**config.mk**
```make
export PLATFORM = sky130hd
export DESIGN_NAME = lcg_cell_topology_generator_top
export DESIGN_NICKNAME = d
export VERILOG_FILES = /design/src/lctg_pkg.sv /design/src/lcg_cell_topology_generator_top.sv /design/src/lctg_seq.sv /design/src/lctg_dp.sv
export SDC_FILE = /design/constraint.sdc
export NUM_CORES = 2
export LEC_CHECK = 0
export ABC_AREA = 1
export BUFFER_PORTS_ARGS = -buffer_cell sky130_fd_sc_hd__buf_2
export CORE_AREA = 8 8 277 333
export CTS_CLUSTER_DIAMETER = 120
export DETAILED_ROUTE_END_ITERATION = 16
export DIE_AREA = 0 0 285 341
export HOLD_SLACK_MARGIN = 0.02
export PLACE_DENSITY_LB_ADDON = 0.12
export SLEW_MARGIN = 20
export SYNTH_ARGS = -nofsm -noshare
export SYNTH_HDL_FRONTEND = slang
export SYNTH_SLANG_ARGS = --single-unit
```
**constraint.sdc**
```tcl
create_clock -name clk -period 12.4 [get_ports clk]
set_clock_uncertainty 0.1 [all_clocks]
set_input_delay 2.48 -clock clk [delete_from_list [all_inputs] [get_ports clk]]
set_output_delay 2.48 -clock clk [all_outputs]
set_load 0.05 [all_outputs]
```
**src/lctg_pkg.sv**
```systemverilog
// Package for the cell topology generator: generator constants, microcode
// field types, control and status structs and the microcode table.
// No dependencies; used by lctg_seq, lctg_dp and the top level.
`default_nettype none

package lctg_pkg;

  // 64-bit MMIX generator step
  localparam logic [63:0] LCG_MUL = 64'd6364136223846793005;
  localparam logic [63:0] LCG_ADD = 64'd1442695040888963407;
  localparam logic [31:0] LCG_MUL_LO = LCG_MUL[31:0];
  localparam logic [31:0] LCG_MUL_HI = LCG_MUL[63:32];

  // Fixed moduli and their truncated reciprocals (floor(2^32 / m))
  localparam logic [4:0]  ENDO_COUNT = 5'd27;
  localparam logic [5:0]  CHAIN_LEN  = 6'd60;
  localparam logic [7:0]  CHAIN_LEN8 = 8'd60;
  localparam logic [32:0] RCP_ENDO   = 33'((64'd1 << 32) / 64'd27);
  localparam logic [32:0] RCP_LEN    = 33'((64'd1 << 32) / 64'd60);

  // Mode register codes
  localparam logic [1:0] MODE_UNIFORM = 2'd0;
  localparam logic [1:0] MODE_LAYERED = 2'd1;
  localparam logic [1:0] MODE_CHAIN   = 2'd2;

  // Configuration register indexes
  localparam logic [0:0] CFG_MODE = 1'b0;
  localparam logic [0:0] CFG_SEED = 1'b1;

  // Microcode program counter
  localparam int PC_W = 7;
  typedef logic [PC_W-1:0] pc_t;

  localparam pc_t ENTRY_UNIFORM = 7'd0;
  localparam pc_t ENTRY_LAYERED = 7'd19;
  localparam pc_t ENTRY_CHAIN   = 7'd34;

  // Datapath operations, one per step
  typedef enum logic [2:0] {
    OP_ADV0,   // low partial product of the generator step
    OP_ADV1,   // first cross product
    OP_ADV2,   // second cross product, commit new generator value
    OP_RECIP,  // quotient estimate by reciprocal multiply
    OP_QM,     // remainder estimate
    OP_FIX,    // correct remainder and write it
    OP_PUT,    // move a value without arithmetic
    OP_DONE    // hand the item to the output register
  } op_t;

  // Write targets
  typedef enum logic [3:0] {
    W_NONE,
    W_ENDO,
    W_SRC,
    W_DST,
    W_SRC_CHAIN,
    W_DST_CHAIN,
    W_CHAIN,
    W_SRC_PHASE,
    W_DST_SRC
  } wsel_t;

  // Modulus select
  typedef enum logic [1:0] {
    M_NONE,
    M_ENDO,
    M_LEN,
    M_CHAN
  } msel_t;

  // Jump conditions
  typedef enum logic [1:0] {
    J_NEXT,
    J_ALWAYS,
    J_BIT33,
    J_FAR
  } jcond_t;

  typedef struct packed {
    op_t    op;
    wsel_t  wsel;
    msel_t  msel;
    jcond_t jc;
    pc_t    target;
  } uword_t;

  // Sequencer to datapath
  typedef struct packed {
    logic  en;
    op_t   op;
    wsel_t wsel;
    msel_t msel;
  } ctrl_t;

  // Datapath to sequencer
  typedef struct packed {
    logic bit33;  // bit 33 of the generator value
    logic far;    // bits 34:33 both set: inter-chain branch
  } stat_t;

  function automatic uword_t uw(op_t op, wsel_t ws, msel_t ms, jcond_t jc, pc_t tg);
    uword_t w;
    w.op     = op;
    w.wsel   = ws;
    w.msel   = ms;
    w.jc     = jc;
    w.target = tg;
    return w;
  endfunction

  // Microcode program. Most draws are ADV0, ADV1, ADV2, RECIP, QM, FIX.
  function automatic uword_t ucode(pc_t pc);
    uword_t w;
    unique case (pc)
      // generator steps
      7'd0, 7'd6, 7'd12, 7'd20, 7'd27, 7'd34, 7'd38, 7'd44, 7'd50, 7'd54, 7'd60:
        w = uw(OP_ADV0, W_NONE, M_NONE, J_NEXT, 7'd0);
      7'd1, 7'd7, 7'd13, 7'd21, 7'd28, 7'd35, 7'd39, 7'd45, 7'd51, 7'd55, 7'd61:
        w = uw(OP_ADV1, W_NONE, M_NONE, J_NEXT, 7'd0);
      7'd2, 7'd8, 7'd14, 7'd22, 7'd29, 7'd36, 7'd40, 7'd46, 7'd52, 7'd56, 7'd62:
        w = uw(OP_ADV2, W_NONE, M_NONE, J_NEXT, 7'd0);
      // uniform: endo, src, dst
      7'd3:  w = uw(OP_RECIP, W_NONE, M_ENDO, J_NEXT, 7'd0);
      7'd4:  w = uw(OP_QM,    W_NONE, M_ENDO, J_NEXT, 7'd0);
      7'd5:  w = uw(OP_FIX,   W_ENDO, M_ENDO, J_NEXT, 7'd0);
      7'd9:  w = uw(OP_RECIP, W_NONE, M_CHAN, J_NEXT, 7'd0);
      7'd10: w = uw(OP_QM,    W_NONE, M_CHAN, J_NEXT, 7'd0);
      7'd11: w = uw(OP_FIX,   W_SRC,  M_CHAN, J_NEXT, 7'd0);
      7'd15: w = uw(OP_RECIP, W_NONE, M_CHAN, J_NEXT, 7'd0);
      7'd16: w = uw(OP_QM,    W_NONE, M_CHAN, J_NEXT, 7'd0);
      7'd17: w = uw(OP_FIX,   W_DST,  M_CHAN, J_NEXT, 7'd0);
      7'd18: w = uw(OP_DONE,  W_NONE, M_NONE, J_NEXT, 7'd0);
      // layered: src from counter, residual copy on bit 33
      7'd19: w = uw(OP_PUT,   W_SRC_PHASE, M_NONE, J_NEXT, 7'd0);
      7'd23: w = uw(OP_RECIP, W_NONE, M_CHAN, J_BIT33, 7'd26);
      7'd24: w = uw(OP_QM,    W_NONE, M_CHAN, J_NEXT, 7'd0);
      7'd25: w = uw(OP_FIX,   W_DST,  M_CHAN, J_ALWAYS, 7'd27);
      7'd26: w = uw(OP_PUT,   W_DST_SRC, M_NONE, J_NEXT, 7'd0);
      7'd30: w = uw(OP_RECIP, W_NONE, M_ENDO, J_NEXT, 7'd0);
      7'd31: w = uw(OP_QM,    W_NONE, M_ENDO, J_NEXT, 7'd0);
      7'd32: w = uw(OP_FIX,   W_ENDO, M_ENDO, J_NEXT, 7'd0);
      7'd33: w = uw(OP_DONE,  W_NONE, M_NONE, J_NEXT, 7'd0);
      // chain local: chain, offset, then near or far destination
      7'd37: w = uw(OP_PUT,   W_CHAIN, M_NONE, J_NEXT, 7'd0);
      7'd41: w = uw(OP_RECIP, W_NONE, M_LEN, J_NEXT, 7'd0);
      7'd42: w = uw(OP_QM,    W_NONE, M_LEN, J_NEXT, 7'd0);
      7'd43: w = uw(OP_FIX,   W_SRC_CHAIN, M_LEN, J_NEXT, 7'd0);
      7'd47: w = uw(OP_RECIP, W_NONE, M_LEN, J_FAR, 7'd50);
      7'd48: w = uw(OP_QM,    W_NONE, M_LEN, J_NEXT, 7'd0);
      7'd49: w = uw(OP_FIX,   W_DST_CHAIN, M_LEN, J_ALWAYS, 7'd60);
      7'd53: w = uw(OP_PUT,   W_CHAIN, M_NONE, J_NEXT, 7'd0);
      7'd57: w = uw(OP_RECIP, W_NONE, M_LEN, J_NEXT, 7'd0);
      7'd58: w = uw(OP_QM,    W_NONE, M_LEN, J_NEXT, 7'd0);
      7'd59: w = uw(OP_FIX,   W_DST_CHAIN, M_LEN, J_NEXT, 7'd0);
      7'd63: w = uw(OP_RECIP, W_NONE, M_ENDO, J_NEXT, 7'd0);
      7'd64: w = uw(OP_QM,    W_NONE, M_ENDO, J_NEXT, 7'd0);
      7'd65: w = uw(OP_FIX,   W_ENDO, M_ENDO, J_NEXT, 7'd0);
      default: w = uw(OP_DONE, W_NONE, M_NONE, J_NEXT, 7'd0);
    endcase
    return w;
  endfunction

endpackage

`default_nettype wire

```
**src/lcg_cell_topology_generator_top.sv**
```systemverilog
// One item at a time: in_ready is low from accept until the item is handed
// to the output register, which can stall on out_ready. The pace is set by
// the shared 32x33 multiplier, three steps per generator advance and three
// per reduction.
// Reset (synchronous, rst_n low): mode, seed, generator and counter clear.
// Top level: config registers, output register, sequencer and datapath.
`default_nettype none

module lcg_cell_topology_generator_top #(
  parameter int CHANNELS = 240
) (
  input  wire logic        clk,
  input  wire logic        rst_n,
  input  wire logic        in_valid,
  output logic             in_ready,
  input  wire logic        in_restart,
  output logic             out_valid,
  input  wire logic        out_ready,
  output logic [4:0]       out_endo_code,
  output logic [7:0]       out_src_channel,
  output logic [7:0]       out_dst_channel,
  input  wire logic        cfg_we,
  input  wire logic [0:0]  cfg_index,
  input  wire logic [63:0] cfg_wdata
);

  logic [1:0]  mode_r;
  logic [63:0] seed_r;
  logic        out_valid_r;
  logic [4:0]  out_endo_r;
  logic [7:0]  out_src_r;
  logic [7:0]  out_dst_r;

  logic             start;
  logic             done;
  logic             idle;
  logic             out_free;
  lctg_pkg::ctrl_t  ctrl;
  lctg_pkg::stat_t  stat;
  logic [4:0]       dp_endo;
  logic [7:0]       dp_src;
  logic [7:0]       dp_dst;

  assign in_ready = idle;
  assign start    = in_valid && idle;
  assign out_free = !out_valid_r || out_ready;

  // configuration registers
  always_ff @(posedge clk) begin
    if (!rst_n) begin
      mode_r <= lctg_pkg::MODE_UNIFORM;
      seed_r <= 64'd0;
    end else if (cfg_we) begin
      unique case (cfg_index)
        lctg_pkg::CFG_MODE: mode_r <= cfg_wdata[1:0];
        lctg_pkg::CFG_SEED: seed_r <= cfg_wdata;
        default: ;
      endcase
    end
  end

  lctg_seq u_seq (
    .clk      (clk),
    .rst_n    (rst_n),
    .start    (start),
    .mode     (mode_r),
    .stat     (stat),
    .out_free (out_free),
    .ctrl     (ctrl),
    .done     (done),
    .idle     (idle)
  );

  lctg_dp #(
    .CHANNELS (CHANNELS)
  ) u_dp (
    .clk         (clk),
    .rst_n       (rst_n),
    .start       (start),
    .restart     (in_restart),
    .seed        (seed_r),
    .ctrl        (ctrl),
    .done        (done),
    .stat        (stat),
    .endo_code   (dp_endo),
    .src_channel (dp_src),
    .dst_channel (dp_dst)
  );

  // output register: load on completion, drop when taken
  always_ff @(posedge clk) begin
    if (!rst_n) begin
      out_valid_r <= 1'b0;
    end else if (done) begin
      out_valid_r <= 1'b1;
    end else if (out_ready) begin
      out_valid_r <= 1'b0;
    end
  end

  always_ff @(posedge clk) begin
    if (done) begin
      out_endo_r <= dp_endo;
      out_src_r  <= dp_src;
      out_dst_r  <= dp_dst;
    end
  end

  assign out_valid       = out_valid_r;
  assign out_endo_code   = out_endo_r;
  assign out_src_channel = out_src_r;
  assign out_dst_channel = out_dst_r;

`ifndef SYNTHESIS
  // an accepted item keeps the sequencer busy for at least one step
  a_busy_after_start: assert property (@(posedge clk) disable iff (!rst_n)
    start |=> !in_ready)
    else $error("in_ready high right after an item was accepted");

  // completion always shows up at the output
  a_done_to_out: assert property (@(posedge clk) disable iff (!rst_n)
    done |=> out_valid)
    else $error("completed item not presented at the output");

  // a stalled result is never overwritten
  a_no_overwrite: assert property (@(posedge clk) disable iff (!rst_n)
    (out_valid && !out_ready) |-> !done)
    else $error("completion while the output register is stalled");

  // endomorphism code stays in range
  a_endo_range: assert property (@(posedge clk) disable iff (!rst_n)
    out_valid |-> (out_endo_code <= 5'd26))
    else $error("endomorphism code out of range");
`endif

endmodule

`default_nettype wire

```
**src/lctg_seq.sv**
```systemverilog
// Microcode sequencer: step counter over the table in lctg_pkg, mode
// dispatch at start, conditional jumps on datapath status.
// Depends on lctg_pkg.
`default_nettype none

module lctg_seq (
  input  wire logic            clk,
  input  wire logic            rst_n,
  input  wire logic            start,
  input  wire logic [1:0]      mode,
  input  wire lctg_pkg::stat_t stat,
  input  wire logic            out_free,
  output lctg_pkg::ctrl_t      ctrl,
  output logic                 done,
  output logic                 idle
);

  typedef enum logic {S_IDLE, S_RUN} state_t;

  state_t             state_r;
  lctg_pkg::pc_t      pc_r;
  lctg_pkg::uword_t   uword;
  lctg_pkg::pc_t      entry;
  logic               take;

  assign uword = lctg_pkg::ucode(pc_r);

  // pick the program for the mode; the unused code runs the uniform one
  always_comb begin
    unique case (mode)
      lctg_pkg::MODE_LAYERED: entry = lctg_pkg::ENTRY_LAYERED;
      lctg_pkg::MODE_CHAIN:   entry = lctg_pkg::ENTRY_CHAIN;
      default:                entry = lctg_pkg::ENTRY_UNIFORM;
    endcase
  end

  // evaluate jump condition
  always_comb begin
    unique case (uword.jc)
      lctg_pkg::J_ALWAYS: take = 1'b1;
      lctg_pkg::J_BIT33:  take = stat.bit33;
      lctg_pkg::J_FAR:    take = stat.far;
      default:            take = 1'b0;
    endcase
  end

  // drive the datapath from the current control word
  always_comb begin
    ctrl.en   = (state_r == S_RUN);
    ctrl.op   = uword.op;
    ctrl.wsel = uword.wsel;
    ctrl.msel = uword.msel;
  end

  assign done = (state_r == S_RUN) && (uword.op == lctg_pkg::OP_DONE) && out_free;
  assign idle = (state_r == S_IDLE);

  // advance step counter; hold on the final step until the output is free
  always_ff @(posedge clk) begin
    if (!rst_n) begin
      state_r <= S_IDLE;
      pc_r    <= lctg_pkg::ENTRY_UNIFORM;
    end else begin
      unique case (state_r)
        S_IDLE: begin
          if (start) begin
            state_r <= S_RUN;
            pc_r    <= entry;
          end
        end
        S_RUN: begin
          if (uword.op == lctg_pkg::OP_DONE) begin
            if (out_free) begin
              state_r <= S_IDLE;
            end
          end else if (take) begin
            pc_r <= uword.target;
          end else begin
            pc_r <= pc_r + lctg_pkg::pc_t'(1);
          end
        end
        default: state_r <= S_IDLE;
      endcase
    end
  end

endmodule

`default_nettype wire

```
**src/lctg_dp.sv**
```systemverilog
// Datapath: generator value, one shared 32x33 multiplier for generator
// steps and constant reductions, cell counter and the result fields.
// Depends on lctg_pkg; driven by lctg_seq through ctrl.
`default_nettype none

module lctg_dp #(
  parameter int CHANNELS = 240
) (
  input  wire logic            clk,
  input  wire logic            rst_n,
  input  wire logic            start,
  input  wire logic            restart,
  input  wire logic [63:0]     seed,
  input  wire lctg_pkg::ctrl_t ctrl,
  input  wire logic            done,
  output lctg_pkg::stat_t      stat,
  output logic [4:0]           endo_code,
  output logic [7:0]           src_channel,
  output logic [7:0]           dst_channel
);

  localparam int M_MAX = (CHANNELS > 60) ? CHANNELS : 60;
  localparam int M_W   = $clog2(M_MAX + 1);
  localparam int REM_W = $clog2(2 * M_MAX);
  localparam int PH_W  = (CHANNELS > 1) ? $clog2(CHANNELS) : 1;
  localparam logic [32:0]    RCP_CHAN = 33'((64'd1 << 32) / 64'(CHANNELS));
  localparam logic [PH_W-1:0] PH_LAST = PH_W'(CHANNELS - 1);

  logic [63:0]      lcg_r;
  logic [PH_W-1:0]  phase_r;
  logic [63:0]      p_r;
  logic [31:0]      t_r;
  logic [31:0]      q_r;
  logic [REM_W-1:0] rem_r;
  logic [1:0]       c_r;
  logic [4:0]       endo_r;
  logic [7:0]       src_r;
  logic [7:0]       dst_r;

  logic [31:0]      draw;
  logic [31:0]      mul_a;
  logic [32:0]      mul_b;
  logic [64:0]      prod;
  logic [M_W-1:0]   modv;
  logic [32:0]      rcp;
  logic [31:0]      diff;
  logic [REM_W-1:0] fixv;
  logic [7:0]       chain_base;

  assign draw = lcg_r[63:32];

  // modulus and reciprocal for the selected reduction
  always_comb begin
    unique case (ctrl.msel)
      lctg_pkg::M_ENDO: begin
        modv = M_W'(lctg_pkg::ENDO_COUNT);
        rcp  = lctg_pkg::RCP_ENDO;
      end
      lctg_pkg::M_LEN: begin
        modv = M_W'(lctg_pkg::CHAIN_LEN);
        rcp  = lctg_pkg::RCP_LEN;
      end
      lctg_pkg::M_CHAN: begin
        modv = M_W'(CHANNELS);
        rcp  = RCP_CHAN;
      end
      default: begin
        modv = M_W'(1);
        rcp  = 33'd0;
      end
    endcase
  end

  // shared multiplier operands
  always_comb begin
    unique case (ctrl.op)
      lctg_pkg::OP_ADV0: begin
        mul_a = lcg_r[31:0];
        mul_b = {1'b0, lctg_pkg::LCG_MUL_LO};
      end
      lctg_pkg::OP_ADV1: begin
        mul_a = lcg_r[31:0];
        mul_b = {1'b0, lctg_pkg::LCG_MUL_HI};
      end
      lctg_pkg::OP_ADV2: begin
        mul_a = lcg_r[63:32];
        mul_b = {1'b0, lctg_pkg::LCG_MUL_LO};
      end
      lctg_pkg::OP_RECIP: begin
        mul_a = draw;
        mul_b = rcp;
      end
      lctg_pkg::OP_QM: begin
        mul_a = q_r;
        mul_b = 33'(modv);
      end
      default: begin
        mul_a = 32'd0;
        mul_b = 33'd0;
      end
    endcase
  end

  assign prod = 65'(mul_a) * 65'(mul_b);

  // remainder estimate is below twice the modulus; one correction settles it
  assign diff       = draw - prod[31:0];
  assign fixv       = (rem_r >= REM_W'(modv)) ? (rem_r - REM_W'(modv)) : rem_r;
  assign chain_base = 8'({6'd0, c_r} * lctg_pkg::CHAIN_LEN8);

  // generator value and cell counter
  always_ff @(posedge clk) begin
    if (!rst_n) begin
      lcg_r   <= 64'd0;
      phase_r <= '0;
    end else begin
      if (start && restart) begin
        lcg_r   <= seed;
        phase_r <= '0;
      end else begin
        if (ctrl.en && (ctrl.op == lctg_pkg::OP_ADV2)) begin
          lcg_r <= {t_r + prod[31:0], p_r[31:0]} + lctg_pkg::LCG_ADD;
        end
        if (done) begin
          phase_r <= (phase_r == PH_LAST) ? '0 : phase_r + PH_W'(1);
        end
      end
    end
  end

  // working and result registers
  always_ff @(posedge clk) begin
    if (ctrl.en) begin
      unique case (ctrl.op)
        lctg_pkg::OP_ADV0:  p_r <= prod[63:0];
        lctg_pkg::OP_ADV1:  t_r <= p_r[63:32] + prod[31:0];
        lctg_pkg::OP_RECIP: q_r <= prod[63:32];
        lctg_pkg::OP_QM:    rem_r <= diff[REM_W-1:0];
        lctg_pkg::OP_FIX: begin
          unique case (ctrl.wsel)
            lctg_pkg::W_ENDO:      endo_r <= 5'(fixv);
            lctg_pkg::W_SRC:       src_r  <= 8'(fixv);
            lctg_pkg::W_DST:       dst_r  <= 8'(fixv);
            lctg_pkg::W_SRC_CHAIN: src_r  <= chain_base + 8'(fixv);
            lctg_pkg::W_DST_CHAIN: dst_r  <= chain_base + 8'(fixv);
            default: ;
          endcase
        end
        lctg_pkg::OP_PUT: begin
          unique case (ctrl.wsel)
            lctg_pkg::W_CHAIN:     c_r   <= lcg_r[33:32];
            lctg_pkg::W_SRC_PHASE: src_r <= 8'(phase_r);
            lctg_pkg::W_DST_SRC:   dst_r <= src_r;
            default: ;
          endcase
        end
        default: ;
      endcase
    end
  end

  assign stat.bit33  = lcg_r[33];
  assign stat.far    = (lcg_r[34:33] == 2'b11);
  assign endo_code   = endo_r;
  assign src_channel = src_r;
  assign dst_channel = dst_r;

endmodule

`default_nettype wire

```
==> out/qor.csv <==
stage,metric,value,unit
placement,portBuffers,93,
logic_synthesis,synth_fp_nets,7860,
drt,post-route-drc-count,0,
floorplanning,num_rows,119,
clocking,path_clk_slew,0.07,ns
worst_hold_path,hold_depth,0,
drt,dr.pass1.iters,6,
clocking,cts_buffers,36,
floorplanning,core,0.08695,mm²
sta,worst_pin_slew,1.182,ns
drt,drt-total-wl,161300,µm
clocking,cts-root-buf,clkbuf_16,
sta,timing.final.crit_period,11.26,ns
flow_run,drv_cap,0,
worst_hold_path,min_path_type,reg2reg,
placement,post-dp-hpwl,137600,µm
critical_path,crit_path_top_delay_cell,nand3_1,
floorplanning,die_area,0.09719,mm²
sta,hold_viol_final,0,
logic_synthesis,synth_xor_area_frac,0.02437,
drt,wl_per_cell,20.73,µm
logic_synthesis,ys.flop_type,edfxtp_1,
drt,drt_iter0_drc,3891,
clocking,cts_tree,built,
logic_synthesis,synth_fa_ha_area_frac,0.4150,
global_routing,overflow,0,
logic_synthesis,yosys_warnings,0,
critical_path,critical_path_peak_fanout,31,
critical_path,crit_type,reg2reg,
clocking,clk-insertion-delay-late,0.56,ns
floorplanning,io_pins,94,
layout,layout-drive-gt1-share,0.06289,
logic_synthesis,synth-seq-area-share,0.1677,
logic_synthesis,synth_edf_count,179,
placement,dp_cells,7714,
logic_synthesis,avgSynthCellArea,7.871,µm²
critical_path,r2r_cells,46,
sta,clock.fmax,0.08881,GHz
logic_synthesis,yosys.area.top_type_share,0.3132,
logic_synthesis,ys_async_sr_fraction,0,
floorplanning,start_util,0.5939,
global_routing,grt_max_degree,82,
floorplanning,die_h,341,µm
critical_path,cp.required,12.77,ns
logic_synthesis,synth_area,0.05164,mm²
clocking,htree_levels,2,
critical_path,slowest_delay,0.77,ns
sta,finalMaxSlewViolations,0,
sta,rsz0062_at_grt,no,
logic_synthesis,ys_ff_latch,343,
drt,dr_total_vias,42780,
sta,min_period_over_period,0.9081,
logic_synthesis,synthMuxAreaShare,0.0002180,
placement,gp_congestion,1.039,
global_routing,antenna_found_initial,5,
global_routing,grt_pass1_wl,248100,µm
logic_synthesis,synth_top_area_cell,fa_1,
clocking,cts-hold-fix-buffers,0,
clocking,clock-sinks,343,
layout,fin_nets,7902,
drt,viasPerCell,5.497,
clocking,cts-resized-gates,0,
floorplanning,die_x,285,µm
layout,final_util,0.6312,
sta,timing.slew.headroom,0.2083,
clocking,cts_buffer_depth,3,
logic_synthesis,ys_top_cells_by_area,"fa_1 31%, inv_1 12%, nand2_1 11%",
layout,final_cells,7782,
clocking,cts_setup_buffers,0,
outcome,outcome,"finished, final reports clean",
sta,setup_viol,0,
critical_path,arrival,11.63,ns
critical_path,end_kind,flop,
logic_synthesis,synthSimpleGateAreaFrac,0.1845,
sta,hold_slack,0.3248,ns
logic_synthesis,synthDistinctLibCells,60,
critical_path,start_kind,flop,
logic_synthesis,syn_inst,6561,
layout,n_fill_cell,7869,
layout,regArea,0.008658,mm²
global_routing,grt_pass1_vias,43120,
layout,multiInputGateArea,0.03601,mm²
layout,areaGrowthSynthToFinish,6.272,%
logic_synthesis,synth_compound_area_frac,0.07118,
global_routing,track_usage,0.3304,
sta,tns,0,ns
logic_synthesis,synth_top_family_by_area,adder cells,
drt,antenna_left,0,
[routing by layer]
layer,GRT usage,vias up,wire [µm]
li1,-,19790,-
met4,0.1226,0,7230
met2,0.5468,1733,76340
met5,0,-,0
met3,0.05988,352,13510
met1,0.4334,20900,64260
[critical path: cells and delay by family, from the launching register on]
kind            cells  cell delay [ns]
buf+inv            13             2.22
fa+ha+maj          10             4.33
compound gates      6             1.20
simple gates       15             2.37
flops               1             0.42
xor+xnor            2             0.50
[flip-flops by register name, indices dropped and copies added (netlist names)]
signal / count
seed_r: 64
u_dp.lcg_r: 64
u_dp.p_r: 63
u_dp.t_r: 32
u_dp.q_r: 31
u_seq.uword: 17
u_dp.rem_r: 9
out_dst_channel: 8
out_src_channel: 8
u_dp.dst_channel: 8
u_dp.phase_r: 8
u_dp.src_channel: 8
u_seq.pc_r: 7
out_endo_code: 5
u_dp.endo_code: 5
mode_r: 2
u_dp.c_r: 2
out_valid: 1
u_seq.state_r: 1
[worst paths after layout]
path                        from  slack (ns)                 end
min          u_dp.dst_channel[0]        0.32  out_dst_channel[0]
max reg2reg      u_seq.uword[17]        1.14      u_dp.lcg_r[53]
min reg2reg  u_dp.dst_channel[0]        0.32  out_dst_channel[0]
max              u_seq.uword[17]        1.14      u_dp.lcg_r[53]
[kinds of logic (layout without fill, tap and decap cells)]
group | count (synthesis) | count (layout)
muxes | 1 | 1
xor gates and xnor gates | 142 | 142
and+or+nand+nor | 2317 | 2317
AOI/OAI and AO/OA | 650 | 650
adders and majority gates | 1228 | 1228
DFF | 343 | 343
other | 1 | 3
buffers and inverters | 1879 | 1949
[area by class of cell]
| cell class | count | share of cell area |
|---|---|---|
| Tap cell | 1149 | 0.02619 |
| Clock buffer | 45 | 0.01739 |
| Timing Repair Buffer | 198 | 0.02284 |
| Antenna cell | 2 | 0.00009119 |
| Clock inverter | 21 | 0.004309 |
| Multi-Input combinational cell | 4339 | 0.6562 |
| Sequential cell | 343 | 0.1578 |
| Inverter | 1685 | 0.1152 |
[cell usage in the layout, fill, tap and decap left out, drive strengths merged, types with 63 or more instances in the layout]
master,Yosys,routed
nor2,407,407
a31oi,63,63
ha,420,420
dfxtp,164,164
a21oi,237,237
nand2,1603,1603
inv,1683,1689
fa,808,808
nand3,200,200
xor2,102,102
o21ai,231,231
buf,23,198
edfxtp,179,179
[synthesized netlist by cell type, types with 7 or more instances]
cell and count:
nor2_2 15, xor2_1 101, o21bai_1 13, a21o_1 12
ha_1 420, nor4_1 9, o22ai_1 19, xnor2_1 39
o21a_1 15, nand4_1 41, nand3b_1 7, nor2_1 385
o211ai_1 28, edfxtp_1 179, nand2_1 1547, nand2_2 51
dfxtp_1 164, nand3_2 12, clkbuf_1 170, o21ai_1 17
nand3_1 188, a21oi_1 232, buf_2 12, buf_1 9
inv_2 25, nor3_1 31, nor2_4 7, a31oi_1 63
fa_1 808, o21ai_0 211, inv_1 1658
[per-stage QoR]
step	area, µm²	setup slack (ns)
3_3_place_gp	53670	1.471
2_1_floorplan	51640	3.404
3_5_place_dp	53680	1.425
4_1_cts	54870	1.353
6_report	54880	1.139
5_1_grt	54880	0.5431
Power is not shown: default switching activity piles up to over one toggle a cycle in this logic, so the estimate is an artifact.
